File: src/hdl/swdc_pkg.sv
// ----------------------------------------------------------------------------
// swdc_pkg
// Shared types and constants for the switch debouncer with double-click
// detection.
// ----------------------------------------------------------------------------
package swdc_pkg;

    localparam int EV_FIFO_DEPTH = 8;
    localparam int Q_DEPTH       = 2;
    localparam int Q_PTR_W       = 1;
    localparam int Q_CNT_W       = 2;

    localparam logic [1:0] OP_POLL  = 2'd0;
    localparam logic [1:0] OP_POP   = 2'd1;
    localparam logic [1:0] OP_TAKE  = 2'd2;
    localparam logic [1:0] OP_CLEAR = 2'd3;

    localparam logic [1:0] EV_NONE     = 2'd0;
    localparam logic [1:0] EV_PRESSED  = 2'd1;
    localparam logic [1:0] EV_RELEASED = 2'd2;
    localparam logic [1:0] EV_DOUBLE   = 2'd3;

    localparam logic [1:0] ST_NOT_STABLE    = 2'd0;
    localparam logic [1:0] ST_STABLE        = 2'd1;
    localparam logic [1:0] ST_WAIT_PRESSED  = 2'd2;
    localparam logic [1:0] ST_WAIT_RELEASED = 2'd3;

    localparam logic [1:0] KIND_LATCH_NO  = 2'd0;
    localparam logic [1:0] KIND_LATCH_NC  = 2'd1;
    localparam logic [1:0] KIND_MOMENTARY = 2'd2;
    localparam logic [1:0] KIND_SOLO      = 2'd3;

    localparam logic [1:0] CFG_ENABLE   = 2'd0;
    localparam logic [1:0] CFG_KIND     = 2'd1;
    localparam logic [1:0] CFG_DEBOUNCE = 2'd2;
    localparam logic [1:0] CFG_TIMEOUT  = 2'd3;

    localparam logic        RST_ENABLE   = 1'b0;
    localparam logic [1:0]  RST_KIND     = KIND_MOMENTARY;
    localparam logic [15:0] RST_DEBOUNCE = 16'd20;
    localparam logic [15:0] RST_TIMEOUT  = 16'd300;

    typedef struct packed {
        logic        enable;
        logic [1:0]  kind;
        logic [15:0] debounce_ms;
        logic [15:0] timeout_ms;
    } cfg_t;

    // classified item: at most one of the class bits is set
    typedef struct packed {
        logic        poll;
        logic        pop;
        logic        take;
        logic        clear;
        logic        lvl;
        logic [31:0] now_ms;
    } item_t;

endpackage

File: src/hdl/swdc_ram.sv
// ----------------------------------------------------------------------------
// swdc_ram
// Generic single-write, single-read RAM with registered read data.
// ----------------------------------------------------------------------------
module swdc_ram #(
    parameter int WIDTH  = 2,
    parameter int DEPTH  = 8,
    parameter int ADDR_W = 3
) (
    input  logic              clk,
    input  logic              we,
    input  logic [ADDR_W-1:0] waddr,
    input  logic [WIDTH-1:0]  wdata,
    input  logic              re,
    input  logic [ADDR_W-1:0] raddr,
    output logic [WIDTH-1:0]  rdata
);

    logic [WIDTH-1:0] mem [DEPTH];

    always_ff @(posedge clk)
    begin
        if (we)
        begin
            mem[waddr] <= wdata;
        end
        if (re)
        begin
            rdata <= mem[raddr];
        end
    end

endmodule

File: src/hdl/swdc_front.sv
// ----------------------------------------------------------------------------
// swdc_front
// Input side: takes items, applies the switch-kind inversion and decodes the
// opcode into item classes for the queue (at most one set; poll needs enable).
// ----------------------------------------------------------------------------
module swdc_front import swdc_pkg::*; (
    input  logic        in_valid,
    output logic        in_stall,
    input  logic [1:0]  opcode,
    input  logic        raw_level,
    input  logic [31:0] now_ms,
    input  cfg_t        cfg,
    input  logic        q_full,
    output logic        q_push,
    output item_t       q_item
);

    always_comb
    begin
        in_stall      = q_full;
        q_push        = in_valid && !q_full;
        q_item.poll   = (opcode == OP_POLL) && cfg.enable;
        q_item.pop    = (opcode == OP_POP);
        q_item.take   = (opcode == OP_TAKE);
        q_item.clear  = (opcode == OP_CLEAR);
        q_item.lvl    = (cfg.kind == KIND_LATCH_NC) ? raw_level : !raw_level;
        q_item.now_ms = now_ms;
    end

endmodule

File: src/hdl/swdc_queue.sv
// ----------------------------------------------------------------------------
// swdc_queue
// Short item queue between the front and back parts.
// ----------------------------------------------------------------------------
module swdc_queue import swdc_pkg::*; (
    input  logic  clk,
    input  logic  rst_n,
    input  logic  push,
    input  item_t push_item,
    output logic  full,
    input  logic  pop,
    output logic  head_valid,
    output item_t head_item
);

    item_t               entry_reg [Q_DEPTH];
    logic [Q_PTR_W-1:0]  wr_ptr_reg;
    logic [Q_PTR_W-1:0]  wr_ptr_next;
    logic [Q_PTR_W-1:0]  rd_ptr_reg;
    logic [Q_PTR_W-1:0]  rd_ptr_next;
    logic [Q_CNT_W-1:0]  count_reg;
    logic [Q_CNT_W-1:0]  count_next;

    assign full       = (count_reg == Q_CNT_W'(Q_DEPTH));
    assign head_valid = (count_reg != '0);
    assign head_item  = entry_reg[rd_ptr_reg];

    always_comb
    begin
        wr_ptr_next = wr_ptr_reg;
        rd_ptr_next = rd_ptr_reg;
        count_next  = count_reg;
        if (push)
        begin
            wr_ptr_next = (wr_ptr_reg == Q_PTR_W'(Q_DEPTH - 1)) ? '0 : wr_ptr_reg + 1'b1;
        end
        if (pop)
        begin
            rd_ptr_next = (rd_ptr_reg == Q_PTR_W'(Q_DEPTH - 1)) ? '0 : rd_ptr_reg + 1'b1;
        end
        if (push && !pop)
        begin
            count_next = count_reg + 1'b1;
        end
        else if (pop && !push)
        begin
            count_next = count_reg - 1'b1;
        end
    end

    always_ff @(posedge clk)
    begin
        if (push)
        begin
            entry_reg[wr_ptr_reg] <= push_item;
        end
    end

    always_ff @(posedge clk or negedge rst_n)
    begin
        if (!rst_n)
        begin
            wr_ptr_reg <= '0;
            rd_ptr_reg <= '0;
            count_reg  <= '0;
        end
        else
        begin
            wr_ptr_reg <= wr_ptr_next;
            rd_ptr_reg <= rd_ptr_next;
            count_reg  <= count_next;
        end
    end

endmodule

File: src/hdl/swdc_back.sv
// ----------------------------------------------------------------------------
// swdc_back
// Execution side: debounce state machine, duration timers, event FIFO and
// the result register.
// ----------------------------------------------------------------------------
module swdc_back import swdc_pkg::*; #(
    parameter int FIFO_DEPTH = EV_FIFO_DEPTH
) (
    input  logic                              clk,
    input  logic                              rst_n,
    input  cfg_t                              cfg,
    input  logic                              q_valid,
    input  item_t                             q_item,
    output logic                              q_pop,
    output logic                              out_valid,
    input  logic                              out_stall,
    output logic [1:0]                        event_code,
    output logic                              double_flag,
    output logic                              pressed_level,
    output logic                              stable_level,
    output logic [31:0]                       pressed_duration_ms,
    output logic [31:0]                       released_duration_ms,
    output logic [$clog2(FIFO_DEPTH + 1)-1:0] queued_count
);

    localparam int PTR_W = (FIFO_DEPTH > 1) ? $clog2(FIFO_DEPTH) : 1;
    localparam int CNT_W = $clog2(FIFO_DEPTH + 1);

    logic [1:0]       state_reg,         state_next;
    logic             prev_reg,          prev_next;
    logic             deb_reg,           deb_next;
    logic [31:0]      change_time_reg,   change_time_next;
    logic [31:0]      press_start_reg,   press_start_next;
    logic [31:0]      release_start_reg, release_start_next;
    logic [31:0]      press_total_reg,   press_total_next;
    logic [31:0]      release_total_reg, release_total_next;
    logic             click_reg,         click_next;
    logic             pending_reg,       pending_next;
    logic [PTR_W-1:0] rd_ptr_reg,        rd_ptr_next;
    logic [PTR_W-1:0] wr_ptr_reg,        wr_ptr_next;
    logic [CNT_W-1:0] count_reg,         count_next;
    logic             out_valid_reg,     out_valid_next;
    logic             pop_hit_reg,       pop_hit_next;
    logic             flag_reg,          flag_next;

    logic             advance;
    logic             changed;
    logic [31:0]      d_change;
    logic [31:0]      d_press;
    logic [31:0]      d_release;
    logic             push;
    logic [1:0]       push_code;
    logic             ram_we;
    logic             ram_re;
    logic [1:0]       ram_rdata;

    assign advance   = q_valid && (!out_valid_reg || !out_stall);
    assign q_pop     = advance;
    assign changed   = (q_item.lvl != prev_reg);
    assign d_change  = q_item.now_ms - change_time_reg;
    assign d_press   = q_item.now_ms - press_start_reg;
    assign d_release = q_item.now_ms - release_start_reg;

    always_comb
    begin
        state_next         = state_reg;
        prev_next          = prev_reg;
        deb_next           = deb_reg;
        change_time_next   = change_time_reg;
        press_start_next   = press_start_reg;
        release_start_next = release_start_reg;
        press_total_next   = press_total_reg;
        release_total_next = release_total_reg;
        click_next         = click_reg;
        pending_next       = pending_reg;
        rd_ptr_next        = rd_ptr_reg;
        wr_ptr_next        = wr_ptr_reg;
        count_next         = count_reg;
        out_valid_next     = out_valid_reg && out_stall;
        pop_hit_next       = pop_hit_reg;
        flag_next          = flag_reg;
        push               = 1'b0;
        push_code          = EV_NONE;
        ram_we             = 1'b0;
        ram_re             = 1'b0;

        if (advance)
        begin
            out_valid_next = 1'b1;
            pop_hit_next   = 1'b0;
            flag_next      = 1'b0;

            if (q_item.poll)
            begin
                prev_next = q_item.lvl;
                case (state_reg)
                    ST_NOT_STABLE:
                    begin
                        if (changed)
                        begin
                            change_time_next = q_item.now_ms;
                        end
                        else if (deb_reg != q_item.lvl)
                        begin
                            if (d_change >= {16'd0, cfg.debounce_ms})
                            begin
                                deb_next   = q_item.lvl;
                                state_next = ST_STABLE;
                            end
                        end
                        else if (deb_reg)
                        begin
                            press_total_next = d_press;
                        end
                        else
                        begin
                            release_total_next = d_release;
                        end
                    end
                    ST_STABLE:
                    begin
                        if (deb_reg)
                        begin
                            press_total_next = '0;
                            press_start_next = q_item.now_ms;
                            state_next       = ST_WAIT_PRESSED;
                        end
                        else
                        begin
                            release_total_next = '0;
                            release_start_next = q_item.now_ms;
                            state_next         = ST_WAIT_RELEASED;
                        end
                    end
                    ST_WAIT_PRESSED:
                    begin
                        press_total_next = d_press;
                        if (d_press > {16'd0, cfg.timeout_ms})
                        begin
                            push         = 1'b1;
                            push_code    = EV_PRESSED;
                            click_next   = 1'b0;
                            pending_next = 1'b0;
                            state_next   = ST_NOT_STABLE;
                        end
                        else if (click_reg)
                        begin
                            push         = 1'b1;
                            push_code    = EV_DOUBLE;
                            click_next   = 1'b0;
                            pending_next = 1'b1;
                            state_next   = ST_NOT_STABLE;
                        end
                        else if (changed)
                        begin
                            if (cfg.kind inside {KIND_MOMENTARY, KIND_SOLO})
                            begin
                                click_next   = 1'b1;
                                pending_next = 1'b0;
                            end
                            state_next = ST_NOT_STABLE;
                        end
                    end
                    default:
                    begin
                        release_total_next = d_release;
                        if (d_release > {16'd0, cfg.timeout_ms})
                        begin
                            push         = 1'b1;
                            push_code    = EV_RELEASED;
                            click_next   = 1'b0;
                            pending_next = 1'b0;
                            state_next   = ST_NOT_STABLE;
                        end
                        else if (changed)
                        begin
                            push       = 1'b1;
                            push_code  = EV_RELEASED;
                            state_next = ST_NOT_STABLE;
                        end
                    end
                endcase
            end

            if (q_item.pop && (count_reg != '0))
            begin
                ram_re       = 1'b1;
                pop_hit_next = 1'b1;
                rd_ptr_next  = (rd_ptr_reg == PTR_W'(FIFO_DEPTH - 1)) ? '0 : rd_ptr_reg + 1'b1;
                count_next   = count_reg - 1'b1;
            end

            if (q_item.take)
            begin
                flag_next    = pending_reg;
                pending_next = 1'b0;
            end

            if (q_item.clear)
            begin
                count_next         = '0;
                rd_ptr_next        = '0;
                wr_ptr_next        = '0;
                press_total_next   = '0;
                press_start_next   = '0;
                release_total_next = '0;
            end

            // full FIFO drops the event
            if (push && (count_reg != CNT_W'(FIFO_DEPTH)))
            begin
                ram_we      = 1'b1;
                wr_ptr_next = (wr_ptr_reg == PTR_W'(FIFO_DEPTH - 1)) ? '0 : wr_ptr_reg + 1'b1;
                count_next  = count_reg + 1'b1;
            end
        end
    end

    swdc_ram #(
        .WIDTH  (2),
        .DEPTH  (FIFO_DEPTH),
        .ADDR_W (PTR_W)
    ) u_event_ram (
        .clk   (clk),
        .we    (ram_we),
        .waddr (wr_ptr_reg),
        .wdata (push_code),
        .re    (ram_re),
        .raddr (rd_ptr_reg),
        .rdata (ram_rdata)
    );

    always_ff @(posedge clk or negedge rst_n)
    begin
        if (!rst_n)
        begin
            state_reg         <= ST_NOT_STABLE;
            prev_reg          <= 1'b0;
            deb_reg           <= 1'b0;
            change_time_reg   <= '0;
            press_start_reg   <= '0;
            release_start_reg <= '0;
            press_total_reg   <= '0;
            release_total_reg <= '0;
            click_reg         <= 1'b0;
            pending_reg       <= 1'b0;
            rd_ptr_reg        <= '0;
            wr_ptr_reg        <= '0;
            count_reg         <= '0;
            out_valid_reg     <= 1'b0;
            pop_hit_reg       <= 1'b0;
            flag_reg          <= 1'b0;
        end
        else
        begin
            state_reg         <= state_next;
            prev_reg          <= prev_next;
            deb_reg           <= deb_next;
            change_time_reg   <= change_time_next;
            press_start_reg   <= press_start_next;
            release_start_reg <= release_start_next;
            press_total_reg   <= press_total_next;
            release_total_reg <= release_total_next;
            click_reg         <= click_next;
            pending_reg       <= pending_next;
            rd_ptr_reg        <= rd_ptr_next;
            wr_ptr_reg        <= wr_ptr_next;
            count_reg         <= count_next;
            out_valid_reg     <= out_valid_next;
            pop_hit_reg       <= pop_hit_next;
            flag_reg          <= flag_next;
        end
    end

    // state only moves when a result is loaded, so it doubles as the result
    assign out_valid            = out_valid_reg;
    assign event_code           = pop_hit_reg ? ram_rdata : EV_NONE;
    assign double_flag          = flag_reg;
    assign pressed_level        = prev_reg;
    assign stable_level         = deb_reg;
    assign pressed_duration_ms  = press_total_reg;
    assign released_duration_ms = release_total_reg;
    assign queued_count         = count_reg;

endmodule

File: src/hdl/switch_debounce_double_click_top.sv
// ----------------------------------------------------------------------------
// switch_debounce_double_click_top
// Switch debouncer with double-click detection and an event FIFO.
//
//   channel  direction  handshake              payload
//   in       input      in_valid / in_stall    opcode, raw_level, now_ms
//   out      output     out_valid / out_stall  event_code, double_flag,
//                                              pressed_level, stable_level,
//                                              pressed/released_duration_ms,
//                                              queued_count
//   cfg      input      cfg_we                 cfg_index, cfg_data
//
// One item per cycle sustained while out_stall is low; each taken item passes
// through the front queue, then the result register, before its result is
// presented, and a stall can hold it in either.
// A stalled output fills the two-entry queue before in_stall rises.
// Reset is asynchronous, active low; no clearing pass is needed.
// ----------------------------------------------------------------------------
module switch_debounce_double_click_top import swdc_pkg::*; #(
    parameter int FIFO_DEPTH = EV_FIFO_DEPTH
) (
    input  logic                              clk,
    input  logic                              rst_n,
    input  logic                              in_valid,
    output logic                              in_stall,
    input  logic [1:0]                        opcode,
    input  logic                              raw_level,
    input  logic [31:0]                       now_ms,
    output logic                              out_valid,
    input  logic                              out_stall,
    output logic [1:0]                        event_code,
    output logic                              double_flag,
    output logic                              pressed_level,
    output logic                              stable_level,
    output logic [31:0]                       pressed_duration_ms,
    output logic [31:0]                       released_duration_ms,
    output logic [$clog2(FIFO_DEPTH + 1)-1:0] queued_count,
    input  logic                              cfg_we,
    input  logic [1:0]                        cfg_index,
    input  logic [15:0]                       cfg_data
);

    cfg_t  cfg_reg;
    cfg_t  cfg_next;
    logic  q_full;
    logic  q_push;
    item_t q_push_item;
    logic  q_pop;
    logic  q_valid;
    item_t q_head;

    always_comb
    begin
        cfg_next = cfg_reg;
        if (cfg_we)
        begin
            case (cfg_index)
                CFG_ENABLE:   cfg_next.enable      = cfg_data[0];
                CFG_KIND:     cfg_next.kind        = cfg_data[1:0];
                CFG_DEBOUNCE: cfg_next.debounce_ms = cfg_data;
                CFG_TIMEOUT:  cfg_next.timeout_ms  = cfg_data;
                default:      cfg_next             = cfg_reg;
            endcase
        end
    end

    always_ff @(posedge clk or negedge rst_n)
    begin
        if (!rst_n)
        begin
            cfg_reg.enable      <= RST_ENABLE;
            cfg_reg.kind        <= RST_KIND;
            cfg_reg.debounce_ms <= RST_DEBOUNCE;
            cfg_reg.timeout_ms  <= RST_TIMEOUT;
        end
        else
        begin
            cfg_reg <= cfg_next;
        end
    end

    swdc_front u_front (
        .in_valid  (in_valid),
        .in_stall  (in_stall),
        .opcode    (opcode),
        .raw_level (raw_level),
        .now_ms    (now_ms),
        .cfg       (cfg_reg),
        .q_full    (q_full),
        .q_push    (q_push),
        .q_item    (q_push_item)
    );

    swdc_queue u_queue (
        .clk        (clk),
        .rst_n      (rst_n),
        .push       (q_push),
        .push_item  (q_push_item),
        .full       (q_full),
        .pop        (q_pop),
        .head_valid (q_valid),
        .head_item  (q_head)
    );

    swdc_back #(
        .FIFO_DEPTH (FIFO_DEPTH)
    ) u_back (
        .clk                  (clk),
        .rst_n                (rst_n),
        .cfg                  (cfg_reg),
        .q_valid              (q_valid),
        .q_item               (q_head),
        .q_pop                (q_pop),
        .out_valid            (out_valid),
        .out_stall            (out_stall),
        .event_code           (event_code),
        .double_flag          (double_flag),
        .pressed_level        (pressed_level),
        .stable_level         (stable_level),
        .pressed_duration_ms  (pressed_duration_ms),
        .released_duration_ms (released_duration_ms),
        .queued_count         (queued_count)
    );

    a_count_bound: assert property (@(posedge clk) disable iff (!rst_n)
        queued_count <= ($clog2(FIFO_DEPTH + 1))'(FIFO_DEPTH))
        else $error("event count beyond FIFO depth");

    a_full_only_when_blocked: assert property (@(posedge clk) disable iff (!rst_n)
        in_stall |-> out_valid)
        else $error("queue full while result register empty");

    a_one_result_kind: assert property (@(posedge clk) disable iff (!rst_n)
        out_valid |-> (event_code == EV_NONE || !double_flag))
        else $error("pop and take results in one item");

endmodule
File: config.mk
export PLATFORM = sky130hd
export DESIGN_NAME = switch_debounce_double_click_top
export DESIGN_NICKNAME = d
export VERILOG_FILES = /design/src/hdl/swdc_pkg.sv /design/src/hdl/swdc_ram.sv /design/src/hdl/swdc_front.sv /design/src/hdl/swdc_queue.sv /design/src/hdl/swdc_back.sv /design/src/hdl/switch_debounce_double_click_top.sv
export SDC_FILE = /design/constraint.sdc
export NUM_CORES = 1
export LEC_CHECK = 0
export ABC_AREA = 1
export BUFFER_PORTS_ARGS = -buffer_cell sky130_fd_sc_hd__clkbuf_2
export CAP_MARGIN = 40
export CORE_UTILIZATION = 25
export DETAILED_ROUTE_END_ITERATION = 7
export GPL_TIMING_DRIVEN = 0
export PLACE_DENSITY_LB_ADDON = 0.12
export SYNTH_ARGS = -nofsm -noshare
export SYNTH_HDL_FRONTEND = slang
export SYNTH_HIERARCHICAL = 1
export SYNTH_SLANG_ARGS = --single-unit
File: constraint.sdc
create_clock -name clk -period 5.2 [get_ports clk]
set_input_delay 0.26 -clock clk [delete_from_list [all_inputs] [get_ports clk]]
set_output_delay 0.26 -clock clk [all_outputs]
set_load 0.02 [all_outputs]
; ---- Word level (Yosys, flattened, before mapping)
; Memory sizes are Yosys's and may differ from the RTL's. A register that Yosys moved wholly into a read port is not among the register bits.
; Index checks and enable logic that the tools add are counted.
[word_totals]
reg_bits = 218
ramBits = 90
input_bits = 58
output_inout_bits = 75
elab_cells = 201
memories = 2
[classes]
n_addsub = 11
magnitude_cmp = 3
n_eq_ne = 30
n_mux = 79
n_bitwise = 3
n_reduce_logical = 50
[memory_table]
columns = name, words, word_bits, rd, rd_clocked_by_memory_dff, wr, line_no
row1 = u_queue.entry_reg, 2, 37, 1, 0, 1, swdc_queue.sv:16  ; item_t entry_reg [Q_DEPTH];
row2 = u_back.u_event_ram.mem, 8, 2, 1, 1, 1, swdc_ram.sv:19  ; logic [WIDTH-1:0] mem [DEPTH];
[ops]
columns = op, n
row1 = $mux 32, 16
row2 = $pmux 32 s3, 2
row3 = $sub 32x32->32, 3
row4 = $gt 32x16->1, 2
row5 = $ge 32x16->1, 1
row6 = $mux 2, 16
row7 = $mux 1, 31
row8 = $reduce_bool 2->1, 10
row9 = $mux 3, 6
row10 = $eq 2x2->1 const B, 8
row11 = $reduce_and 2->1, 8
row12 = $reduce_and 4->1, 4
row13 = $reduce_and 7->1, 2
row14 = $mux 4, 3
row15 = $ne 3x3->1 const B, 4
row16 = $reduce_and 6->1, 2
row17 = $ne 5x2->1 const B, 2
row18 = $eq 2x1->1 const B, 4
row19 = $logic_and 1x1->1, 8
row20 = $reduce_bool 4->1, 2
row21 = $add 3x1->3 const B, 2
row22 = $eq 3x3->1 const B, 2
row23 = $logic_not 1->1, 6
row24 = $logic_not 2->1, 3
row25 = 18 further kinds, 29

; ---- Depth between registers and ports, before layout
; Gate-level depths: netlist of run 1.
; An unclocked memory read counts as a cell.
[depth]
depth_word = 12
ltp_mapped = 33

; ---- Cells and area by module
; The synthesis of run 1 kept the hierarchy.
[by_module_without_submodules]
columns = mod, n_inst, cells_per_inst, area_each_um2, seq_area_each_um2
row1 = swdc_back, 1, 2393, 15478.6, 4479.3
row2 = swdc_queue, 1, 140, 2959.1, 2322.2
row3 = switch_debounce_double_click_top, 1, 160, 1478.9, 884.6
row4 = swdc_ram, 1, 89, 827.0, 540.5
row5 = swdc_front, 1, 49, 309.0, 0.0

; ---- Worst setup path after synthesis of run 1
; No wires, ideal clock.
[synth_path]
kind = flip-flop to flip-flop
start = reg u_queue.rd_ptr_reg
end = mem u_back.u_event_ram.mem[3][0], enable pin
setup_ps = 309
arrival_ps = 3680
setup_slack_ps = 1211
stages_incl_launch_ff = 33
cell_sequence = dfrtp_1 buf_6 buf_6 mux2_4 ha_1 nand2_1 nand2_1 inv_1 nand2_2 nand2_1 nand2_1 nand2_1 nand2_2 xor2_1 ha_1 nand2_1 inv_1 nand3_1 nor3_1 nand2_1 nand2_1 nand2_1 nand2_1 nor2_1 nand2_1 nor2_2 nand3_2 nand2_2 nand2_4 nand3_4 inv_2 nand2_1 nor2_1
[synth_rtl]
columns = element, line_no
row1 = "start, declared", swdc_queue.sv:19  ; logic [Q_PTR_W-1:0] rd_ptr_reg;
row2 = "start signal, assigned", swdc_queue.sv:70  ; rd_ptr_reg <= rd_ptr_next;
row3 = "end, declared", swdc_ram.sv:19

==> results.json, run 1 <==
{
  "cts-buffers-inserted": 39,
  "cp.arrival_ns": 5.12,
  "grt_pass1_wl_um": 110000,
  "finalHoldViolations": 0,
  "die_y_um": 292,
  "die_w_um": 292,
  "drc_errors": 4,
  "fin_nets": 3246,
  "initialDrtViolationCount": 1136,
  "cts_htree_levels": 2,
  "wl_um": 72600,
  "slowest_delay_ns": 0.43,
  "met1_usage_pct": 22.9,
  "max_freq_ghz": 0.206,
  "period_minus_slack_ns": 4.85,
  "multi_input_area_um2": 10700,
  "seq_area_um2": 8230,
  "clock_latency_ns": 0.58,
  "status": "finished with violations",
  "antenna_found_initial": 3,
  "hold_class": "input pin to register",
  "synth_top_area_share_pct": 25.1,
  "critical-path-top-delay-family": "simple AND/OR/NAND/NOR gates",
  "use_met2_pct": 27.8,
  "wl_per_cell_um": 17.5,
  "grt_usage_pct": 17.0,
  "start_util_pct": 25.2,
  "slew_violations": 0,
  "yosysSeqAreaShare_pct": 39.1,
  "slew_headroom_pct": 43.8,
  "viasPerCell": 4.44,
  "clock-root-buffer": "clkbuf_16",
  "tightest_slew_ns": 0.840,
  "crit_path_frequent_cell": "nand2_1",
  "syn_nets": 3041,
  "firstDrtPassIters": 7,
  "critPathKind": "register to register",
  "io_pins": 133,
  "rsz0062_at_grt": "no",
  "synthTopCellsByArea": "dfrtp_1 25%, nand2_1 16%, edfxtp_1 13%",
  "place.gp.congestion": 0.888,
  "grt_max_degree": 83,
  "violations": "DRC",
  "async_reset_ff_share_pct": 70.3,
  "cp_slowest_cell": "fa_1",
  "path_max_fanout": 13,
  "syn_area_per_cell_um2": 7.44,
  "via_count": 18400,
  "largest_reg_flops": 74,
  "clk_pin_slew_ns": 0.06,
  "fill_cells": 9060,
  "global_route.overflow_total": 0,
  "syn2layout_area_growth_pct": 19.6,
  "io_buffer_count": 99,
  "cts_tree": "built",
  "syn_area_um2": 21100,
  "ant_nets": 0,
  "dominantRegCellSynth": "dfrtp_1",
  "grt_pass1_vias": 18100,
  "whs_ns": 0.0443,
  "max_cap_viol_count": 0,
  "met3_usage_pct": 2.27,
  "startpoint_type": "register",
  "cts.sinks": 310,
  "dieArea_um2": 85400,
  "cp-end-kind": "register",
  "required_ns": 5.47,
  "synth_area_leader_cell": "dfrtp_1",
  "synth_edf_count": 92,
  "setup_viol": 0,
  "clock_path_buffers": 3,
  "hpwl_um": 58200,
  "ys_types": 50,
  "syn_inst": 2831,
  "fin_skew_ns": 0.0184,
  "busiest_layer": "met2",
  "ys_warn_count": 6,
  "core_area_um2": 83600,
  "ys_seq_elements": 310,
  "row_count": 106,
  "post-route-period-util_pct": 93.2,
  "drive_gt1_share_pct": 12.6,
  "cp_num_buf_inv": 4
}
-- routing by layer --
layer	part of all wire (%)	vias to the layer above	wire length [µm]
li1	-	9365	-
met5	0	-	0
met2	46	335	33500
met4	3.2	0	2300
met1	46	8633	33700
met3	4.3	71	3150
-- cell usage after synthesis (9+ instances only) --
cell type	instances
a21oi_1	129
a22o_1	28
and2_1	9
buf_2	14
buf_4	37
clkbuf_1	33
dfrtp_1	211
edfxtp_1	92
ha_1	149
inv_1	471
inv_2	20
mux2_2	19
mux2_4	20
nand2_1	887
nand2_2	14
nand3_1	145
nand3b_1	9
nand4_1	49
nor2_1	197
nor3_1	21
o21ai_0	140
xnor2_1	13
xor2_1	48
-- final timing paths --
check | startpoint | slack (ns) | end | cells after the start
setup / recovery | u_queue/rd_ptr_reg | 0.35 | u_back/u_event_ram/mem[1][0] | 26
hold / removal | opcode[0] | 0.04 | u_queue/entry_reg[1][34] | 2
setup reg to reg | u_queue/rd_ptr_reg | 0.35 | u_back/u_event_ram/mem[1][0] | 26
hold reg to reg | cfg_reg[20] | 0.47 | cfg_reg[20] | 2
max in group asynchronous | rst_n | 3.67 | u_back/pressed_duration_ms[26] | 4
min in group asynchronous | rst_n | 0.23 | cfg_reg[21] | 2
-- final cells by class --
class	instances	share of cell area, %
Sequential cell	310	32.7
Tap cell	1080	5.37
Clock inverter	25	0.954
Antenna cell	2	0.0199
Inverter	493	7.37
Clock buffer	45	4.04
Buffer	88	2.10
Multi-Input combinational cell	1939	42.7
Timing Repair Buffer	165	4.79
-- cells in the final DEF (no fill, tap or decap), types with 4 or more instances in the layout --
| cell | count |
|---|---|
| a21oi_1 | 127 |
| dlygate4sd3_1 | 51 |
| xnor2_1 | 13 |
| clkbuf_2 | 98 |
| nor4_1 | 6 |
| buf_4 | 47 |
| xor2_2 | 11 |
| nor3_2 | 4 |
| clkinv_1 | 8 |
| clkbuf_16 | 39 |
| xor2_1 | 34 |
| nand3_1 | 141 |
| dfstp_2 | 7 |
| nand4_1 | 49 |
| ha_1 | 135 |
| ha_2 | 14 |
| nor2_2 | 15 |
| clkbuf_1 | 37 |
| nand3_2 | 9 |
| a22o_1 | 28 |
| nand2_2 | 20 |
| o21bai_1 | 5 |
| and2_1 | 9 |
| inv_2 | 21 |
| mux2_2 | 11 |
| buf_2 | 13 |
| a31oi_1 | 5 |
| nand2_1 | 881 |
| nor2_1 | 185 |
| nand3b_1 | 9 |
| edfxtp_1 | 92 |
| dfrtp_1 | 211 |
| clkinvlp_4 | 4 |
| o21ai_0 | 140 |
| nor3_1 | 21 |
| clkinv_2 | 8 |
| inv_1 | 469 |
| mux2_4 | 28 |
| nor2_4 | 4 |
| buf_12 | 4 |
-- metrics by stage --
stage	cells	TNS, ns	util [%]	instance area [µm²]	worst slack [ns]
global placement	4010	-216.51	27.4	22900	-1.04
global route	4145	0	30.1	25200	0.00177
detailed placement	4017	-5.01	27.6	23000	-0.293
floorplan	2831	0	-	21100	1.21
finish	4147	0	30.1	25200	0.354
CTS	4138	-0.00134	29.7	24800	-0.000670
-- cells by family (layout without fill, tap and decap cells) --
kind of cell,Yosys count,in the layout,share of synthesized area [%]
AO/OA/AOI/OAI,324,324,8.49
multiplexers,39,39,2.44
flip-flops,310,310,39.1
other,0,2,0
AND/OR/NAND/NOR,1363,1363,27.0
buffers and inverters,582,816,11.3
XOR/XNOR,61,61,2.54
adder cells (fa/ha/maj),152,152,9.14
-- what timing repair did --
| item | 4_1_cts | 5_1_grt |
|---|---|---|
| buffers inserted | 0 | 8 |
| pin swaps | 0 | 3 |
| hold buffers | 51 | 0 |
| endpoints found under the setup margin | 33 | 35 |
| hold endpoints to repair | 154 | 0 |
| resized for setup | 8 | 64 |
Power of run 1 is left out: the tool's default activity adds up to more than one toggle a clock period on the data nets, which glitch-free logic cannot reach.
==> inputs of run 2 (changes only) <==
Settings changed: ABC_AREA 1 to unset.
==> results.json, run 2 <==
{
  "firstDrtPassIters": 5,
  "max_freq_ghz": 0.172,
  "global_route.overflow_total": 0,
  "drc_errors": 0,
  "grt_max_degree": 100,
  "synth_area_leader_cell": "dfrtp_1",
  "cts-buffers-inserted": 39,
  "mostFrequentLayoutCells": "211 x dfrtp_1, 170 x nand2_1, 166 x inv_1",
  "io_buffer_count": 100,
  "die_w_um": 283,
  "grt_usage_pct": 15.1,
  "viasPerCell": 4.59,
  "initialDrtViolationCount": 770,
  "synth.most_common_cell": "dfrtp_1",
  "fin_cells": 3257,
  "cts_tree": "built",
  "required_ns": 5.50,
  "ys_warn_count": 6,
  "clk_pin_slew_ns": 0.06,
  "wl_per_cell_um": 18.8,
  "clock-root-buffer": "clkbuf_16",
  "io_pins": 133,
  "cp-end-kind": "register",
  "yosysSeqAreaShare_pct": 41.7,
  "syn_nets": 2147,
  "syn2layout_area_growth_pct": 25.5,
  "cp.arrival_ns": 6.12,
  "violations": "setup timing",
  "syn_area_um2": 19700,
  "core_area_um2": 77800,
  "clock_path_buffers": 3,
  "path_max_fanout": 8,
  "period_minus_slack_ns": 5.82,
  "fin_skew_ns": 0.0250,
  "fin_nets": 2394,
  "max_cap_viol_count": 0,
  "slew_headroom_pct": 42.7,
  "synthTopCellsByArea": "dfrtp_1 27%, edfxtp_1 14%, ha_1 9.4%",
  "post-route-period-util_pct": 112,
  "setup_viol": 44,
  "synth_common_cells": "211 x dfrtp_1, 171 x nand2_1, 168 x inv_1",
  "die_y_um": 283,
  "setup_ws_ns": -0.617,
  "wl_um": 61100,
  "start_util_pct": 25.4,
  "status": "finished with violations",
  "via_count": 15000,
  "row_count": 102,
  "hold_class": "input pin to register",
  "tightest_slew_ns": 0.859,
  "hpwl_um": 49000,
  "ant_nets": 0,
  "dominantRegCellSynth": "dfrtp_1",
  "syn_area_per_cell_um2": 10.2,
  "place.gp.congestion": 0.836,
  "startpoint_type": "register",
  "largest_reg_flops": 74,
  "cts_htree_levels": 2,
  "fill_cells": 8070,
  "clock_latency_ns": 0.57,
  "synth_top_area_share_pct": 26.7,
  "ys_seq_elements": 310,
  "grt_pass1_vias": 15400,
  "drive_gt1_share_pct": 25.1,
  "synth_edf_count": 92,
  "async_reset_ff_share_pct": 70.3,
  "rsz0062_at_grt": "yes",
  "antenna_found_initial": 0,
  "finalHoldViolations": 0,
  "slew_violations": 0,
  "syn_inst": 1937,
  "critPathKind": "register to register",
  "dp_cells": 3088,
  "ys_types": 90,
  "dieArea_um2": 80100,
  "final_common_cell": "dfrtp_1",
  "cts.sinks": 310,
  "grt_pass1_wl_um": 93400
}
-- run 2: cell count changes after synthesis, sizes merged, moves of 62 or more --
cell   delta
a21o     +62
inv     -324
nand2   -732
nand3   -123
mux2    +100
nor2    -121
-- run 2: stage by stage --
step	instance area [µm²]	setup TNS [ns]	util [%]	hold slack, ns	setup slack (ns)
4_1_cts	24400	-22.22	31.3	0.00136	-0.651
3_3_place_gp	21600	-257.72	27.7	0.447	-1.90
6_report	24800	-18.55	31.8	0.0500	-0.617
3_5_place_dp	21700	-65.07	27.9	0.232	-1.84
5_1_grt	24800	-28.86	31.8	0.0219	-0.847
2_1_floorplan	19800	0	-	-0.0356	0.0119
-- run 2: cell type report --
| cell class | instances | area [µm²] | share of cell area (%) |
|---|---|---|---|
| multi-input combinational | 1360 | 11300 | 45.4 |
| sequential | 310 | 8230 | 33.2 |
| timing repair buffer | 208 | 1550 | 6.25 |
| tap | 1040 | 1300 | 5.25 |
| clock buffer | 60 | 1130 | 4.54 |
| inverter | 168 | 638 | 2.57 |
| buffer | 97 | 569 | 2.30 |
| clock inverter | 12 | 108 | 0.434 |
| antenna | 2 | 5.00 | 0.0202 |
-- run 2: path summary, 6_finish.rpt --
check                                   start                      endpoint  slack, ns  cells after the start
setup / recovery           u_queue/rd_ptr_reg  u_back/u_event_ram/mem[0][1]      -0.62                     26
hold / removal                      opcode[1]      u_queue/entry_reg[1][36]       0.05                      2
setup reg to reg           u_queue/rd_ptr_reg  u_back/u_event_ram/mem[0][1]      -0.62                     26
hold reg to reg            u_back/double_flag            u_back/double_flag       0.48                      2
max in group asynchronous               rst_n   u_back/release_start_reg[1]       3.73                      4
min in group asynchronous               rst_n            u_back/pop_hit_reg       0.19                      2
-- run 2: timing repair --
item | 4_1_cts | 5_1_grt
pin swaps | 55 | 65
resized for setup | 135 | 62
setup endpoints to repair | 44 | 44
buffers inserted | 33 | 20
endpoints found under the hold margin | 144 | 0
gates cloned | 0 | 0
hold buffers | 49 | 0
-- run 2: cell families (layout without fill, tap and decap cells) --
| group | Yosys count | after routing | share of synthesized area, % |
|---|---|---|---|
| AOI/OAI and AO/OA | 487 | 487 | 17.0 |
| adders and majority gates | 152 | 152 | 9.75 |
| xor gates and xnor gates | 74 | 74 | 3.28 |
| buffers and inverters | 267 | 545 | 5.96 |
| muxes | 149 | 149 | 9.52 |
| and+or+nand+nor | 498 | 498 | 12.9 |
| other | 0 | 2 | 0 |
| DFF | 310 | 310 | 41.7 |
-- run 2: layer usage --
metal,wire length (µm),vias up,GRT usage [%]
met1,28500,7178,19.9
met4,1650,0,4.43
met3,2370,73,2.49
met5,0,-,0
met2,28700,246,25.3
li1,-,7468,-
-- run 2: worst max-delay path, cell delays in order, from the launching register on --
cell and delay, ns:
dfrtp_1 0.41, buf_12 0.14, buf_16 0.14, mux2_4 0.21, clkinvlp_4 0.17, ha_4 0.22
fa_2 0.33, nand2b_4 0.15, a21o_4 0.24, a2111oi_4 0.42, nor2_2 0.14, xnor2_2 0.17
ha_1 0.32, a21o_1 0.18, a21oi_2 0.19, o31ai_4 0.12, o22ai_4 0.21, o2111ai_2 0.16
nor4bb_4 0.35, nand4_1 0.16, buf_6 0.16, o41ai_4 0.34, or2_1 0.16, buf_6 0.14
nor2_4 0.06, nand2b_4 0.16, nor3_2 0.06
Power of run 2 is left out for the same reason.
